--- src/m4i_pkg.sv ---
// ----------------------------------------------------------------------------
// m4i_pkg: shared types and tables for the 4x4 matrix inverse unit
// Element, minor and determinant widths, stream payloads, the 2x2 minor
// operand table and the cofactor term table.
// ----------------------------------------------------------------------------
package m4i_pkg;

    // element and intermediate widths
    localparam int ElemW     = 16;               // Q8.8 element
    localparam int MinorW    = 2 * ElemW + 1;    // exact 2x2 sub-determinant
    localparam int DetW      = 2 * MinorW;       // exact determinant, Q32.32
    localparam int DmagW     = DetW - 1;         // determinant magnitude
    localparam int CofW      = 50;               // exact cofactor, Q24.24
    localparam int MagW      = CofW - 1;         // cofactor magnitude
    localparam int FracShift = 24;               // scale of the numerator
    localparam int NumW      = MagW + FracShift; // dividend width
    localparam int QuoW      = 33;               // kept low quotient bits
    localparam int OutW      = 32;               // Q16.16 result
    localparam int CntW      = 7;                // holds NumW - 1
    localparam int DetShift  = 16;               // Q32.32 to Q16.16
    localparam int DqW       = DetW - DetShift;  // shifted determinant

    typedef logic signed [ElemW-1:0]  elem_t;
    typedef logic signed [MinorW-1:0] minor_t;
    typedef logic signed [DetW-1:0]   det_t;
    typedef logic signed [OutW-1:0]   fix_t;

    // one matrix row per transfer
    typedef struct packed {
        elem_t elem_c0;
        elem_t elem_c1;
        elem_t elem_c2;
        elem_t elem_c3;
    } row_item_t;

    // one inverse row per transfer
    typedef struct packed {
        fix_t       inv_c0;
        fix_t       inv_c1;
        fix_t       inv_c2;
        fix_t       inv_c3;
        logic [1:0] out_row;
        logic       last_row;
        logic       singular;
        fix_t       det_value;
    } inv_item_t;

    // command from the row sequencer to every lane
    typedef struct packed {
        logic       start;
        logic [1:0] row;
        logic       sing;
        logic       dneg;
    } lane_cmd_t;

    // operand indexes of one minor a*b - c*d, row-major element numbers
    typedef struct packed {
        logic [3:0] a;
        logic [3:0] b;
        logic [3:0] c;
        logic [3:0] d;
    } minor_ops_t;

    // one cofactor term: element column in the lane's row, minor index
    typedef struct packed {
        logic [1:0] col;
        logic [2:0] xi;
    } cof_term_t;

    // minors 0..5 come from rows 0,1, minors 6..11 the same pattern on rows 2,3
    function automatic minor_ops_t minor_ops(input logic [3:0] j);
        minor_ops_t ops;
        logic       low;
        logic [2:0] p;
        low = (j < 4'd6);
        p   = low ? j[2:0] : 3'(j - 4'd6);
        unique case (p)
            3'd0:    ops = '{a: 4'd0, b: 4'd5, c: 4'd4, d: 4'd1};
            3'd1:    ops = '{a: 4'd0, b: 4'd6, c: 4'd4, d: 4'd2};
            3'd2:    ops = '{a: 4'd0, b: 4'd7, c: 4'd4, d: 4'd3};
            3'd3:    ops = '{a: 4'd1, b: 4'd6, c: 4'd5, d: 4'd2};
            3'd4:    ops = '{a: 4'd1, b: 4'd7, c: 4'd5, d: 4'd3};
            3'd5:    ops = '{a: 4'd2, b: 4'd7, c: 4'd6, d: 4'd3};
            default: ops = '{a: 4'd0, b: 4'd0, c: 4'd0, d: 4'd0};
        endcase
        if (!low)
        begin
            ops.a = ops.a + 4'd8;
            ops.b = ops.b + 4'd8;
            ops.c = ops.c + 4'd8;
            ops.d = ops.d + 4'd8;
        end
        return ops;
    endfunction

    // term t of a cofactor in inverse row r: skips column r
    function automatic cof_term_t cof_term(input logic [1:0] r, input logic [1:0] t);
        cof_term_t ct;
        ct.col = (t >= r) ? 2'(t + 2'd1) : t;
        unique case ({r, t})
            4'h0:    ct.xi = 3'd5;
            4'h1:    ct.xi = 3'd4;
            4'h2:    ct.xi = 3'd3;
            4'h4:    ct.xi = 3'd5;
            4'h5:    ct.xi = 3'd2;
            4'h6:    ct.xi = 3'd1;
            4'h8:    ct.xi = 3'd4;
            4'h9:    ct.xi = 3'd2;
            4'hA:    ct.xi = 3'd0;
            4'hC:    ct.xi = 3'd3;
            4'hD:    ct.xi = 3'd1;
            4'hE:    ct.xi = 3'd0;
            default: ct.xi = 3'd0;
        endcase
        return ct;
    endfunction

endpackage

--- src/m4i_lane.sv ---
// ----------------------------------------------------------------------------
// m4i_lane: one inverse column
// Accumulates a three-term cofactor, then divides its scaled magnitude by
// the determinant magnitude one quotient bit per cycle and saturates.
// ----------------------------------------------------------------------------
module m4i_lane
    import m4i_pkg::*;
(
    input  logic             clk,
    input  logic             rst_n,
    input  lane_cmd_t        cmd,
    input  logic             odd_lane,
    input  elem_t            m_row [4],
    input  minor_t           x_set [6],
    input  logic [DmagW-1:0] dmag,
    output logic             done,
    output fix_t             value
);

    localparam logic [1:0] PH_IDLE = 2'd0;
    localparam logic [1:0] PH_MAC  = 2'd1;
    localparam logic [1:0] PH_DIV  = 2'd2;
    localparam logic [1:0] PH_DONE = 2'd3;

    localparam logic [CntW-1:0] LastMac = CntW'(2);
    localparam logic [CntW-1:0] LastDiv = CntW'(NumW - 1);

    logic [1:0]            phase_reg;
    logic [CntW-1:0]       cnt_reg;
    logic [1:0]            row_reg;
    logic                  sing_reg;
    logic                  dneg_reg;
    logic                  neg_reg;
    logic signed [CofW-1:0] acc_reg;
    logic [NumW-1:0]       num_reg;
    logic [DmagW-1:0]      rem_reg;
    logic [QuoW-1:0]       q_reg;
    logic                  ovf_reg;

    cof_term_t             term;
    logic signed [CofW-1:0] prod;
    logic                  term_neg;
    logic signed [CofW-1:0] acc_sum;
    logic signed [CofW-1:0] acc_abs;
    logic [DmagW:0]        sh;
    logic [DmagW:0]        diff;
    logic                  ge;
    fix_t                  sat_val;

    // cofactor term multiply-accumulate
    always_comb
    begin
        term     = cof_term(row_reg, cnt_reg[1:0]);
        prod     = m_row[term.col] * x_set[term.xi];
        term_neg = cnt_reg[0] ^ row_reg[0] ^ odd_lane;
        acc_sum  = term_neg ? acc_reg - prod : acc_reg + prod;
        acc_abs  = acc_sum[CofW-1] ? -acc_sum : acc_sum;
    end

    // restoring divide step
    always_comb
    begin
        sh   = {rem_reg, num_reg[NumW-1]};
        diff = sh - {1'b0, dmag};
        ge   = (sh >= {1'b0, dmag});
    end

    // saturate the signed quotient to Q16.16
    always_comb
    begin
        if (!neg_reg)
        begin
            if (ovf_reg || q_reg[QuoW-1] || q_reg[OutW-1])
                sat_val = {1'b0, {(OutW-1){1'b1}}};
            else
                sat_val = q_reg[OutW-1:0];
        end
        else
        begin
            if (ovf_reg || q_reg[QuoW-1] || (q_reg[OutW-1] && (|q_reg[OutW-2:0])))
                sat_val = {1'b1, {(OutW-1){1'b0}}};
            else
                sat_val = -q_reg[OutW-1:0];
        end
    end

    // phase control
    always_ff @(posedge clk or negedge rst_n)
    begin
        if (!rst_n)
        begin
            phase_reg <= PH_IDLE;
            cnt_reg   <= '0;
        end
        else if (cmd.start)
        begin
            phase_reg <= PH_MAC;
            cnt_reg   <= '0;
        end
        else
        begin
            unique case (phase_reg)
                PH_MAC:
                begin
                    cnt_reg <= (cnt_reg == LastMac) ? '0 : cnt_reg + CntW'(1);
                    if (cnt_reg == LastMac)
                        phase_reg <= PH_DIV;
                end
                PH_DIV:
                begin
                    cnt_reg <= cnt_reg + CntW'(1);
                    if (cnt_reg == LastDiv)
                        phase_reg <= PH_DONE;
                end
                PH_IDLE, PH_DONE:
                begin
                    cnt_reg <= cnt_reg;
                end
                default:
                begin
                    phase_reg <= PH_IDLE;
                end
            endcase
        end
    end

    // cofactor and quotient datapath
    always_ff @(posedge clk)
    begin
        if (cmd.start)
        begin
            row_reg  <= cmd.row;
            sing_reg <= cmd.sing;
            dneg_reg <= cmd.dneg;
            acc_reg  <= '0;
        end
        else if (phase_reg == PH_MAC)
        begin
            acc_reg <= acc_sum;
            if (cnt_reg == LastMac)
            begin
                neg_reg <= acc_sum[CofW-1] ^ dneg_reg;
                num_reg <= {acc_abs[MagW-1:0], {FracShift{1'b0}}};
                rem_reg <= '0;
                q_reg   <= '0;
                ovf_reg <= 1'b0;
            end
        end
        else if (phase_reg == PH_DIV)
        begin
            num_reg <= num_reg << 1;
            rem_reg <= ge ? diff[DmagW-1:0] : sh[DmagW-1:0];
            q_reg   <= {q_reg[QuoW-2:0], ge};
            ovf_reg <= ovf_reg | q_reg[QuoW-1];
        end
    end

    assign done  = (phase_reg == PH_DONE);
    assign value = sing_reg ? '0 : sat_val;

endmodule

--- config.mk ---
export PLATFORM = sky130hd
export DESIGN_NAME = m4i_lane
export DESIGN_NICKNAME = d
export VERILOG_FILES = /design/src/m4i_pkg.sv /design/src/m4i_lane.sv
export SDC_FILE = /design/constraint.sdc
export NUM_CORES = 2
export LEC_CHECK = 0
export BUFFER_PORTS_ARGS = -buffer_cell sky130_fd_sc_hd__buf_2
export CAP_MARGIN = 10
export CORE_AREA = 5 5 324 326
export DETAILED_ROUTE_END_ITERATION = 7
export DIE_AREA = 0 0 329 331
export PLACE_DENSITY = 0.57
export SYNTH_ARGS = -nofsm -noshare
export SYNTH_HDL_FRONTEND = slang
export SYNTH_SLANG_ARGS = --single-unit
export TNS_END_PERCENT = 50
--- constraint.sdc ---
create_clock -name clk -period 15.3 [get_ports clk]
set_input_delay 1.53 -clock clk [delete_from_list [all_inputs] [get_ports clk]]
set_output_delay 1.53 -clock clk [all_outputs]
set_load 0.01 [all_outputs]
======== After elaboration in Yosys (flattened, before gate mapping) ========
Memory sizes are Yosys's and may differ from the RTL's.
Cells that the tools add are included.
storage, ports and cells
  memories kept ........................... 1
  logic and storage cells ................. 85
  output and inout port bits .............. 33
  input bits .............................. 335
  register bits ........................... 236
  ROM bits ................................ 48
memory list
  name             words  width  read ports  clocked after Yosys merged registers in  write ports  line            text
  (no name shown)  16     3      1           0                                        0            m4i_pkg.sv:100  unique case ({r, t})
cells by class
  equal/unequal tests ..................... 9
  $mul .................................... 1
  mux-type cells .......................... 33
  add/subtract/negate cells ............... 7
  reduce and logical (&&, ||, !) cells .... 12
  bitwise logic cells ..................... 7
  order comparisons ....................... 4
operators with widths
  operator                                                          number
  65-bit two-way mux                                                4
  73-bit two-way mux                                                3
  33-bit two-way mux                                                5
  32-bit two-way mux                                                4
  33-bit binary-select mux with 3-bit select                        1
  66-bit by 65-bit >= comparator with 1-bit output                  1
  65-bit subtractor                                                 1
  50-bit by 49-bit adder with 50-bit output                         1
  50-bit two-way mux                                                1
  50-bit by 49-bit subtractor with 50-bit output                    1
  16-bit by 33-bit multiplier with 49-bit output                    1
  49-bit two-way mux                                                1
  49-bit negation                                                   1
  16-bit binary-select mux with 2-bit select                        1
  16-bit two-way mux                                                2
  32-bit negation                                                   1
  31-bit OR reduction                                               1
  7-bit two-way mux                                                 2
  7-bit one-hot mux with 2 select lines                             1
  3-bit AND reduction                                               3
  2-bit two-way mux                                                 4
  7-bit by 1-bit adder with 7-bit output (second input constant)    1
  7-bit by 2-bit == test with 1-bit output (second input constant)  1
  7-bit == test (second input constant)                             1
  other kinds (21)                                                  30

======== Depth between registers and ports, before layout ========
  depth after elaboration ................. 13
  gate-level depth with buffers ........... 54
  gate-level depth less buffers ........... 46

======== Least setup slack after synthesis ========
No wires, ideal clock.
  kind .................................... register to register
  start ................................... register cnt_reg[0]
  end ..................................... register num_reg[72], data pin
  path slack .............................. 2851 ps
  required time ........................... 15126 ps
  cell stages (with the launch flop) ...... 50
  clock period less this slack ............ 12449 ps
  buffers on the path ..................... 5
  data arrival time ....................... 12275 ps
  setup time .............................. 174 ps
  cells stage by stage .................... dfrtp_1 -> inv_1 -> ha_1 -> nand2b_1 -> a21oi_2 -> xnor2_1 -> clkbuf_1 -> clkbuf_1 -> nand2_1 -> nand3_1 -> o21a_1 -> clkbuf_1 -> nand2_1 -> fa_1 -> inv_1 -> fa_1 -> inv_1 -> fa_1 -> [14 not listed] -> nor4bb_1 -> or3b_2 -> nand2_1 -> xnor2_1 -> ha_1 -> clkbuf_1 -> nand2_1 -> nor2_1 -> nand3_1 -> a211o_1 -> o31a_1 -> o31ai_1 -> xor2_1 -> a211oi_1 -> nor4b_1 -> nor3b_1 -> a311oi_1 -> a311oi_1
on the way
  word-level cells in the longest chain between the ends .. 13
  elaborated cells between the ends (all ways) .. 22
  classes of those cells .................. 4 x add/sub; 1 x mul; 1 x order compare; 11 x mux; 4 x bitwise; 1 x memory
RTL lines
  what                                                                               line             text
  start, declared                                                                    m4i_lane.sv:29   logic [CntW-1:0] cnt_reg;
  start signal, assigned                                                             m4i_lane.sv:105  cnt_reg <= (cnt_reg == LastMac) ? '0 : cnt_reg + CntW'(1);
  start signal, assigned                                                             m4i_lane.sv:111  cnt_reg <= cnt_reg + CntW'(1);
  start signal, assigned                                                             m4i_lane.sv:117  cnt_reg <= cnt_reg;
  branches (longest 8 deep; another with 50-bit by 49-bit adder with 50-bit output)  --
  50-bit two-way mux (*)                                                             m4i_lane.sv:56   acc_sum = term_neg ? acc_reg - prod : acc_reg + prod;
  49-bit negation                                                                    m4i_lane.sv:57   acc_abs = acc_sum[CofW-1] ? -acc_sum : acc_sum;
  49-bit two-way mux (*)                                                             m4i_lane.sv:57
  73-bit two-way mux (*)                                                             m4i_lane.sv:140  if (cnt_reg == LastMac)
  73-bit two-way mux (*)                                                             m4i_lane.sv:137  else if (phase_reg == PH_MAC)
  end signal, assigned                                                               m4i_lane.sv:143  num_reg <= {acc_abs[MagW-1:0], {FracShift{1'b0}}};
  end signal, assigned                                                               m4i_lane.sv:151  num_reg <= num_reg << 1;
  end, declared                                                                      m4i_lane.sv:35   logic [NumW-1:0] num_reg;
Mark *: on every way between the ends. The select of a mux whose other input is x is not followed.
A chain may end at the register's enable or synchronous reset.

======== Worst setup path in the final report ========
  start ................................... register row_reg[0]
  end ..................................... register num_reg[38], data pin
on the way
  word-level cells in the longest chain between the ends .. 13
  elaborated cells between the ends (all ways) .. 21
  classes of those cells .................. 3 x add/sub; 1 x mul; 1 x order compare; 11 x mux; 4 x bitwise; 1 x memory
RTL lines
  what                                                                               line             text
  start, declared                                                                    m4i_lane.sv:30   logic [1:0] row_reg;
  start signal, assigned                                                             m4i_lane.sv:132  row_reg <= cmd.row;
  branches (longest 8 deep; another with 50-bit by 49-bit adder with 50-bit output)  --
  50-bit two-way mux (*)                                                             m4i_lane.sv:56
  49-bit negation                                                                    m4i_lane.sv:57
  49-bit two-way mux (*)                                                             m4i_lane.sv:57
  73-bit two-way mux (*)                                                             m4i_lane.sv:140
  73-bit two-way mux (*)                                                             m4i_lane.sv:137
Marked as above.

==> run summary <==
status = finished clean
Crit. End Element = flip-flop
Initial Util = 39.8%
CP Launch Type = flip-flop
setup tns final = 0 ns
ranking of synthesized cells by area = fa_1 25%, edfxtp_1 11%, ha_1 7.5%
Die H = 331 um
root buf cell = clkbuf_16
met2 wire len = 59.6 mm
min Tclk post-route = 14.25 ns
Routed WL per cell = 19.3 um
met3 wire length = 8.67 mm
reg2reg setup slack = 1.05 ns
Seq cells post-synth = 212
most frequent CP cell = fa_1
Synth cell types = 98
PnR worst setup slack = 1.05 ns
Final Cycle Share = 93.1%
Yosys top cell area share = 24.9%
vias in the first global route = 35100
Worst Hold Class = flip-flop to flip-flop
DR iter-0 viols = 2943
Slew @ Worst Pin = 1.08 ns
Mapped Cells = 4970
hold path endpoint = acc_reg[29]$_SDFFE_PP0P_
pre-CTS WS = 1.08 ns
DRT Pass-1 Iters = 6
# DRC = 0
DRT met1 WL = 56.4 mm
Syn Area/Cell = 8.13 um^2
H-tree depth = 1
CP Launch Point = row_reg[0]$_DFFE_PP_
count leader, synth = inv_1
CP max stage delay = 0.77 ns
DRT Wirelength = 127 mm
required time worst endpoint = 15.62 ns
grt total ovfl = 0
Final Max Slew Viols = 0
largest net degree at the start of global routing = 149
Hold Crit Depth = 2
slowest CP cell = o21ai_1
Layout area overhead = 10.6%
# rows = 117
Longest Clk Path Bufs = 3
number of enable flip-flop cells after synthesis = 153
Max Freq = 0.0702 GHz
endpoints failing hold = 0
sequential share of the synthesized area = 14.4%
Die W = 329 um
Ys Warns = 0
clock transition at the registers of the reported paths = 0.06 ns
setup violators final = 0
Critical Path AT = 14.57 ns
initial antenna violation count = 11
Rel. slew slack = 28.3%
proportion of layout cells with a drive suffix above 1 = 11.7%
number of hold buffers added after cts = 0
RSZ-0062 raised after global routing = no
first-pass GRT wire length = 198 mm
syn_nets = 6049
FFs w/ async S/R, synth = 4.25%
Main synth FF type = edfxtp_1
cts bufs inserted = 28
worst hold start = acc_reg[29]$_SDFFE_PP0P_
Reg2Reg Capture Point = num_reg[38]$_DFFE_PP_
core area = 101000 um^2
vias per inst = 5.49
max reg flops = 65
hpwl dp = 101 mm
largest area contributor in the netlist = fa_1
CP Max Fanout = 84
PortBufs = 367
Max Used Layer = met4
Routed Antenna Nets = 0
reg-to-reg startpoint = row_reg[0]$_DFFE_PP_
Max Cap Violations = 0
Worst R2R Path Depth = 43
Post-synth top cells = 706 x inv_1, 688 x nand2_1, 502 x fa_1
die area = 109000 um^2
CTS tree = yes
Nets = 6285
GPL Wtd Cong = 0.936
post-synthesis cell area = 40400 um^2
Setup Crit Path Kind = flip-flop to flip-flop
Vias = 36200
io pins = 368
Clock Skew = 0.0434 ns
Skew-Pair Late Insertion Delay = 0.61 ns
GRT Util Overall = 22.8%
clock sink count = 212
## worst max path at each step
| stage | to | cells after the start |
|---|---|---|
| global placement | num_reg[72]$_DFFE_PP_ | 38 |
| detailed placement | num_reg[72]$_DFFE_PP_ | 38 |
| CTS | num_reg[72]$_DFFE_PP_ | 38 |
| global route | num_reg[72]$_DFFE_PP_ | 45 |
| finish | num_reg[38]$_DFFE_PP_ | 43 |
| floorplan | num_reg[72]$_DFFE_PP_ | 49 |
## cell families (layout without fill, tap and decap cells)
group                      Yosys count  after routing  share of synthesized area (%)
AOI/OAI and AO/OA                 1012           1012                           16.7
xor gates and xnor gates           181            181                           3.92
muxes                              107            107                           3.20
DFF                                212            212                           14.4
other                                0              7                              0
buffers and inverters              953           1210                           9.07
adders and majority gates          744            744                           32.4
and+or+nand+nor                   1761           1761                           20.3
## metal layers
metal	track usage (%)	vias up
li1	-	17200
met1	32.1	17800
met2	37.2	1075
met3	3.80	160
met4	4.56	0
met5	0	-
## layout by cell type, fill, tap and decap left out, types with 37 or more instances in the layout
cell,instances
buf_4,80
nand2_1,687
ha_1,241
nor2b_1,63
a21oi_1,274
dfxtp_1,50
buf_2,367
nand3_1,106
fa_1,502
inv_1,706
nor2_1,410
edfxtp_1,153
nor3_1,74
a31oi_1,64
o21a_1,49
a211oi_1,58
xor2_1,72
mux2i_1,83
xnor2_1,104
nand4_1,37
or3_1,47
o21ai_0,149
and2_1,155
a21o_1,84
## worst max-delay path, delay by kind of cell, from the launching register on
family	cells	cell delay, ns
fa+ha+maj	9	4.27
compound gates	11	4.22
simple gates	12	2.94
buf+inv	7	1.10
xor+xnor	3	0.64
flops	1	0.54
mux	1	0.14
## final cells by class
cell class,instances,area (um^2)
diodes,7,17.5
clock buffers,34,733
clock inverters,17,149
fillers,10300,56700
inverters,708,2660
multi-input cells,3805,31100
flip-flops and latches,212,5820
well taps,1368,1710
repair buffers,451,2520
## through the flow
stage | hold WS (ns) | util (%) | area [um^2] | instances
final | 0.468 | 44.1 | 44700 | 6602
after global routing | 0.493 | 44.1 | 44700 | 6599
after CTS | 0.471 | 44.0 | 44600 | 6593
after detailed placement | 0.463 | 43.1 | 43800 | 6542
after global placement | 0.459 | 43.1 | 43800 | 6542
after floorplan | 0.450 | - | 40400 | 4970
## what timing repair did
item	in CTS	in global routing
buffers inserted	0	2
setup endpoints to repair	0	32
gates resized for setup	0	6
Power is left out: the tool's default activity adds up to more than one toggle a clock period on the data nets, which glitch-free logic cannot reach.
